## config.mk

```make
export PLATFORM = sky130hd
export DESIGN_NAME = dlrs_bucket_ram
export DESIGN_NICKNAME = d
export VERILOG_FILES = /design/src/design/dlrs_pkg.sv /design/src/design/dlrs_bucket_ram.sv
export SDC_FILE = /design/constraint.sdc
export NUM_CORES = 2
export LEC_CHECK = 0
export BUFFER_PORTS_ARGS = -buffer_cell sky130_fd_sc_hd__buf_4
export CAP_MARGIN = 20
export CORE_MARGIN = 2
export CORE_UTILIZATION = 50
export DETAILED_ROUTE_END_ITERATION = 10
export GPL_TIMING_DRIVEN = 1
export PLACE_DENSITY = 0.65
export SKIP_CTS_REPAIR_TIMING = 1
export SLEW_MARGIN = 25
export SYNTH_ARGS = -nofsm -noshare
export SYNTH_HDL_FRONTEND = slang
export SYNTH_SLANG_ARGS = --single-unit
```

## constraint.sdc

```tcl
create_clock -name clk -period 2.8 [get_ports clk]
set_input_delay 0.56 -clock clk [delete_from_list [all_inputs] [get_ports clk]]
set_output_delay 0.56 -clock clk [all_outputs]
set_load 0.05 [all_outputs]
```

## src/design/dlrs_pkg.sv

```systemverilog
// ----------------------------------------------------------------------------
// dlrs_pkg: shared types and constants of the double radix sorter
// Holds the fixed radix, the data width and the control bundles that the
// sequencer hands to the item buffers and to the bucket memory.
// ----------------------------------------------------------------------------
package dlrs_pkg;

  localparam int MAX_ITEMS_DEF = 64;
  localparam int RADIX_BUCKETS = 256;
  localparam int DATA_W        = 64;
  localparam int KEY_W         = 8;

  typedef logic [KEY_W-1:0] key_t;

  // Control of the two ping-pong item buffers
  typedef struct packed {
    logic rd_sel;  // 0: buffer A, 1: buffer B
    logic wr_en;
    logic wr_sel;  // 0: buffer A, 1: buffer B
  } buf_ctl_t;

  // Control of the bucket count memory
  typedef struct packed {
    logic clear;   // drop all counts back to zero
    key_t rd_key;
    logic wr_en;
    key_t wr_key;
  } bkt_ctl_t;

endpackage

```

## src/design/dlrs_bucket_ram.sv

```systemverilog
// ----------------------------------------------------------------------------
// dlrs_bucket_ram: 256-entry bucket count memory
// Registered read with write-through bypass for a write to the key being read
// in the same cycle. Per-bucket valid flops make a cleared bucket read zero.
// ----------------------------------------------------------------------------
module dlrs_bucket_ram #(
  parameter int MAX_ITEMS = dlrs_pkg::MAX_ITEMS_DEF
) (
  input  logic                           clk,
  input  logic                           rst,
  input  dlrs_pkg::bkt_ctl_t             ctl,
  input  logic [$clog2(MAX_ITEMS+1)-1:0] wr_data,
  output logic [$clog2(MAX_ITEMS+1)-1:0] rd_data
);
  import dlrs_pkg::*;

  localparam int CW = $clog2(MAX_ITEMS + 1);

  logic [CW-1:0]            mem [RADIX_BUCKETS];
  logic [RADIX_BUCKETS-1:0] vld;
  logic [CW-1:0]            mem_q;
  logic [CW-1:0]            byp_data;
  logic                     byp_hit;
  logic                     vld_q;

  // Memory array and registered read
  always_ff @(posedge clk) begin
    if (ctl.wr_en) begin
      mem[ctl.wr_key] <= wr_data;
    end
    mem_q    <= mem[ctl.rd_key];
    byp_data <= wr_data;
  end

  // Valid bits and bypass flags
  always_ff @(posedge clk) begin
    if (rst) begin
      vld     <= '0;
      vld_q   <= 1'b0;
      byp_hit <= 1'b0;
    end else begin
      if (ctl.clear) begin
        vld <= '0;
      end else if (ctl.wr_en) begin
        vld[ctl.wr_key] <= 1'b1;
      end
      vld_q   <= vld[ctl.rd_key];
      byp_hit <= ctl.wr_en && (ctl.wr_key == ctl.rd_key);
    end
  end

  // Forward a same-cycle write, else memory data or zero for a cleared bucket
  assign rd_data = byp_hit ? byp_data : (vld_q ? mem_q : '0);

endmodule

```

**Yosys cells after proc, flatten, opt, wreduce, memory -nomap -nowiden**

Memories as Yosys holds them, arrays and structs flattened. A register that Yosys moved wholly into a read port is not among the register bits.
Index checks and enable logic that the tools add are counted.

- Memories: 1
- Word-level logic and storage cells: 21
- Input bits: 27
- Register bits after elaboration: 265
- Bits in writable memories: 1,792
- Output and inout port bits: 7

Memory list:

| memory | words | width | read ports | clocked after Yosys merged registers in | wr ports | RTL line | source |
|---|---|---|---|---|---|---|---|
| mem | 256 | 7 | 1 | 1 | 1 | dlrs_bucket_ram.sv:19 | `logic [CW-1:0] mem [RADIX_BUCKETS];` |

- Order comparisons: 3
- Muxes and demuxes: 8
- Reduce and logical (&&, ||, !) cells: 3
- Bitwise operators: 1
- Equal/unequal tests: 1

Operators with widths:

| kind | count |
|---|---|
| bitwise OR 256 bit | 1 |
| < comparator 8 x 9 -> 1 bit (second input constant) | 2 |
| 2-to-1 mux 7 bit | 2 |
| binary-select mux 1 bit (select 8 bit) | 1 |
| demux 1 bit (select 8 bit) | 1 |
| == test 8 bit | 1 |
| >= comparator 8 x 1 -> 1 bit (second input constant) | 1 |
| 2-to-1 mux 1 bit | 4 |
| logical AND 1 bit | 2 |
| OR reduction 2 bit | 1 |

**Logic depth before layout (Yosys ltp)**

- Word-level depth: 5
- Gate-level depth with buffers: 12
- Mapped depth without buffers: 6

**Worst setup path before layout**

Ideal clock, no wire load.

- Kind: in2reg
- From: input ctl[9] (netlist bit)
- To: register mem_q[3] (read register of mem)
- Setup slack: 0.241 ns
- Path buffers: 3
- Library setup time: 0.116 ns
- Stages on the path: 8
- Arrival time: 2.443 ns
- Required time: 2.684 ns
- Cell sequence: buf_6 > buf_6 > buf_2 > mux4_2 > mux4_2 > o22ai_1 > nand2_1 > and4_1

RTL lines:

| item | RTL line | source |
|---|---|---|
| start, declared | dlrs_bucket_ram.sv:11 | `input dlrs_pkg::bkt_ctl_t ctl,` |
| end, declared | dlrs_bucket_ram.sv:21 | `logic [CW-1:0] mem_q;` |

**Worst setup path after layout**

- From: register vld_q
- To: output rd_data[5]

- Longest elaborated chain between the ends: 2

RTL lines:

| item | RTL line | source |
|---|---|---|
| start, declared | dlrs_bucket_ram.sv:24 | `logic vld_q;` |
| start signal, assigned | dlrs_bucket_ram.sv:47 | `vld_q <= vld[ctl.rd_key];` |
| 2-to-1 mux 7 bit (2 in a row) | dlrs_bucket_ram.sv:53 | `assign rd_data = byp_hit ? byp_data : (vld_q ? mem_q : '0);` |
| end, declared | dlrs_bucket_ram.sv:13 | `output logic [$clog2(MAX_ITEMS+1)-1:0] rd_data` |

No other way between the ends.

==> results_dict.tcl <==
set metrics [dict create \
    status "completed" \
    drc 0 \
    final_hold_viol_count 0 \
    dp_hpwl_mm 136 \
    yosys.area_share.simple_pct 5.20 \
    yosys-top-cells-area "edfxtp_1 68%, mux4_2 17%, dfxtp_1 6.9%, nor2_1 3.5%, mux2i_1 0.62%" \
    synthCells 4107 \
    synth-seq-cells 2064 \
    fill_cells 11276 \
    layout-drive-gt1-share_pct 32.6 \
    rsz0062_at_grt "false" \
    synth.mux.area_fraction_pct 17.1 \
    root_buffer "clkbuf_16" \
    avgSynthCellArea_sq_um 19.3 \
    routedWlPerCell_um 29.5 \
    setup_tns_ns 0 \
    fin_skew_ns 0.0334 \
    syn_area_sq_um 79400 \
    synth_top_family_by_area "multiplexers" \
    synth-compound-area-share_pct 1.42 \
    place_congestion 0.875 \
    highest_layer "met5" \
    async_flop_share_pct 0 \
    design.core.area_sq_um 158000 \
    ant_nets 0 \
    die_y_um 403 \
    crit_path_start_kind "flop" \
    grt_antenna_before_repair 15 \
    synth_fa_ha_area_share_pct 0 \
    ys_types 55 \
    slew_viol_final 0 \
    cp_max_fo 2 \
    track_usage_pct 25.7 \
    syn_nets 4134 \
    grt_max_degree 129 \
    synth_top_area_share_pct 67.7 \
    cp_slowest_cell "dfxtp_1" \
    cellLeakagePower_nw 30.7 \
    ir_worst_vdd_mv 0.651 \
    pre_cts_ws_ns -0.721 \
    worstMarginPinSlew_ns 1.04 \
    relSlewSlack_pct 29.9 \
    setup_viol 0 \
    core.rowCount 146 \
    cpPeakStageDelay_ns 0.53 \
    nets 4757 \
    firstDrtPassIters 5 \
    hp-start "wr_data[3]" \
    grt_pass1_vias 42101 \
    yosys.area.top_type "edfxtp_1" \
    dr_wl_met2_mm 94.8 \
    htreeDepth 4 \
    setup_ws_ns 0.0997 \
    total_power_mw 63.8 \
    port_buffers 33 \
    r2r-start "mem[209][4]" \
    required_ns 2.24 \
    clk_latency_ns 0.83 \
    grt_overflow_total 0 \
    wirelength_mm 206 \
    drv_cap 0 \
    die_width_um 403 \
    wl_met1_mm 85.4 \
    wl_met3_mm 19.1 \
    finalCritPeriodShare_pct 96.4 \
    area_delta_synth_final_pct 17.8 \
    ys_seq_area_share_pct 74.6 \
    start_util_pct 50.3 \
    grt_pass1_wl_mm 298 \
    critPathKind "reg2out" \
    dr_total_vias 42468 \
    via_per_inst 6.08 \
    die_area_sq_um 162000 \
    synth_ff_type "edfxtp_1" \
    cp.arrival_ns 2.14 \
    synth_edf_count 1792 \
    synth-xor-area-share_pct 0.0882 \
    clk_pin_slew_worst_paths_ns 0.06 \
    io_pins 34 \
    cts_tree "yes" \
    max_freq_ghz 0.370 \
    cts-buffers-inserted 197 \
    drt_iter0_drc 5306 \
    period_needed_ns 2.70 \
    hold_path.class "in2reg" \
    timing.critical_path.from "vld_q" \
    cellPowerDensity_nw_per_um2 682 \
    cts_max_path_buffers 3 \
    yosysWarnings 0 \
    worstSetupEndpointType "output port" \
    path_cells "nand2_1 > o21ai_0 > buf_4" \
    cts_sinks 2064 \
    hold_slack_ns 0.0647 \
]
==> final timing paths <==
kind                endpoint  slack, ns  depth (start not counted)
hold reg to reg     vld[118]       0.46                          2
hold / removal    mem[55][3]       0.06                          1
setup reg to reg    mem_q[4]       0.19                          6
setup / recovery  rd_data[5]        0.1                          3
==> power breakdown <==
group / internal [mW] / switching, mW
sequential: 33.5 / 0.0789
combinational: 1.40 / 1.94
clock: 15.4 / 11.5
total: 50.3 / 13.5
==> cells in the mapped netlist (all sizes together), types with 5 or more instances <==
| library cell | instances |
|---|---|
| a211oi | 5 |
| a21oi | 9 |
| a22o | 6 |
| a311oi | 5 |
| a32oi | 11 |
| and2 | 7 |
| and3 | 7 |
| buf | 121 |
| clkbuf | 122 |
| dfxtp | 272 |
| edfxtp | 1792 |
| mux2i | 49 |
| mux4 | 582 |
| nand2 | 120 |
| nand2b | 7 |
| nand3 | 60 |
| nand4 | 17 |
| nor2 | 741 |
| nor2b | 10 |
| nor3 | 8 |
| nor4 | 11 |
| o21ba | 29 |
| o221ai | 14 |
| o22ai | 46 |
| xor2 | 5 |
==> state kept, by name (all words and copies together), names as in the netlist <==
name	flops
mem	1792
vld	256
byp_data	7
mem_q	7
byp_hit	1
vld_q	1
==> cell type report <==
cell class | count | area, sq um | share of cell area (%)
Clock buffer | 272 | 5600 | 5.98
Tap cell | 2072 | 2590 | 2.77
Multi-Input combinational cell | 1795 | 19000 | 20.3
Clock inverter | 102 | 1050 | 1.12
Antenna cell | 4 | 10.0 | 0.0107
Sequential cell | 2064 | 59300 | 63.3
Inverter | 5 | 23.8 | 0.0254
Timing Repair Buffer | 667 | 6120 | 6.54
==> cells in the final DEF (no fill, tap or decap), drive strengths merged, types with 10 or more instances in the layout <==
cell type and instances:
clkinv 68, nor2b 10, mux4 582, o22ai 46
o21ba 29, bufinv 15, a32oi 11, nand3 60
nand2 120, mux2i 49, buf 660, nor4 11
clkinvlp 11, inv 13, edfxtp 1792, dfxtp 272
nor2 741, o221ai 14, clkbuf 279, nand4 17
==> through the flow <==
step	util, %	instances	area [sq um]
5_1_grt	59.2	6978	93600
3_5_place_dp	55.0	6603	86900
6_report	59.2	6981	93600
4_1_cts	59.2	6977	93600
3_3_place_gp	55.0	6603	86900
2_1_floorplan	-	4107	79400
==> critical path: cells and delay by family, from the launching register on <==
family | cells | cell delay (ns)
flops | 1 | 0.53
simple gates | 1 | 0.28
compound gates | 1 | 0.26
buf+inv | 1 | 0.24
==> logic make-up after synthesis <==
| group | count (synthesis) |
|---|---|
| multiplexers | 631 |
| AO/OA/AOI/OAI | 145 |
| flip-flops | 2064 |
| AND/OR/NAND/NOR | 1011 |
| buffers and inverters | 248 |
| XOR/XNOR | 8 |
==> layer usage <==
metal	vias up	GRT usage, %
met3	360	5.16
met1	22359	37.8
met4	20	8.01
li1	17687	-
met5	-	0
met2	2042	39.1
Power figures use the tool's default switching activity.
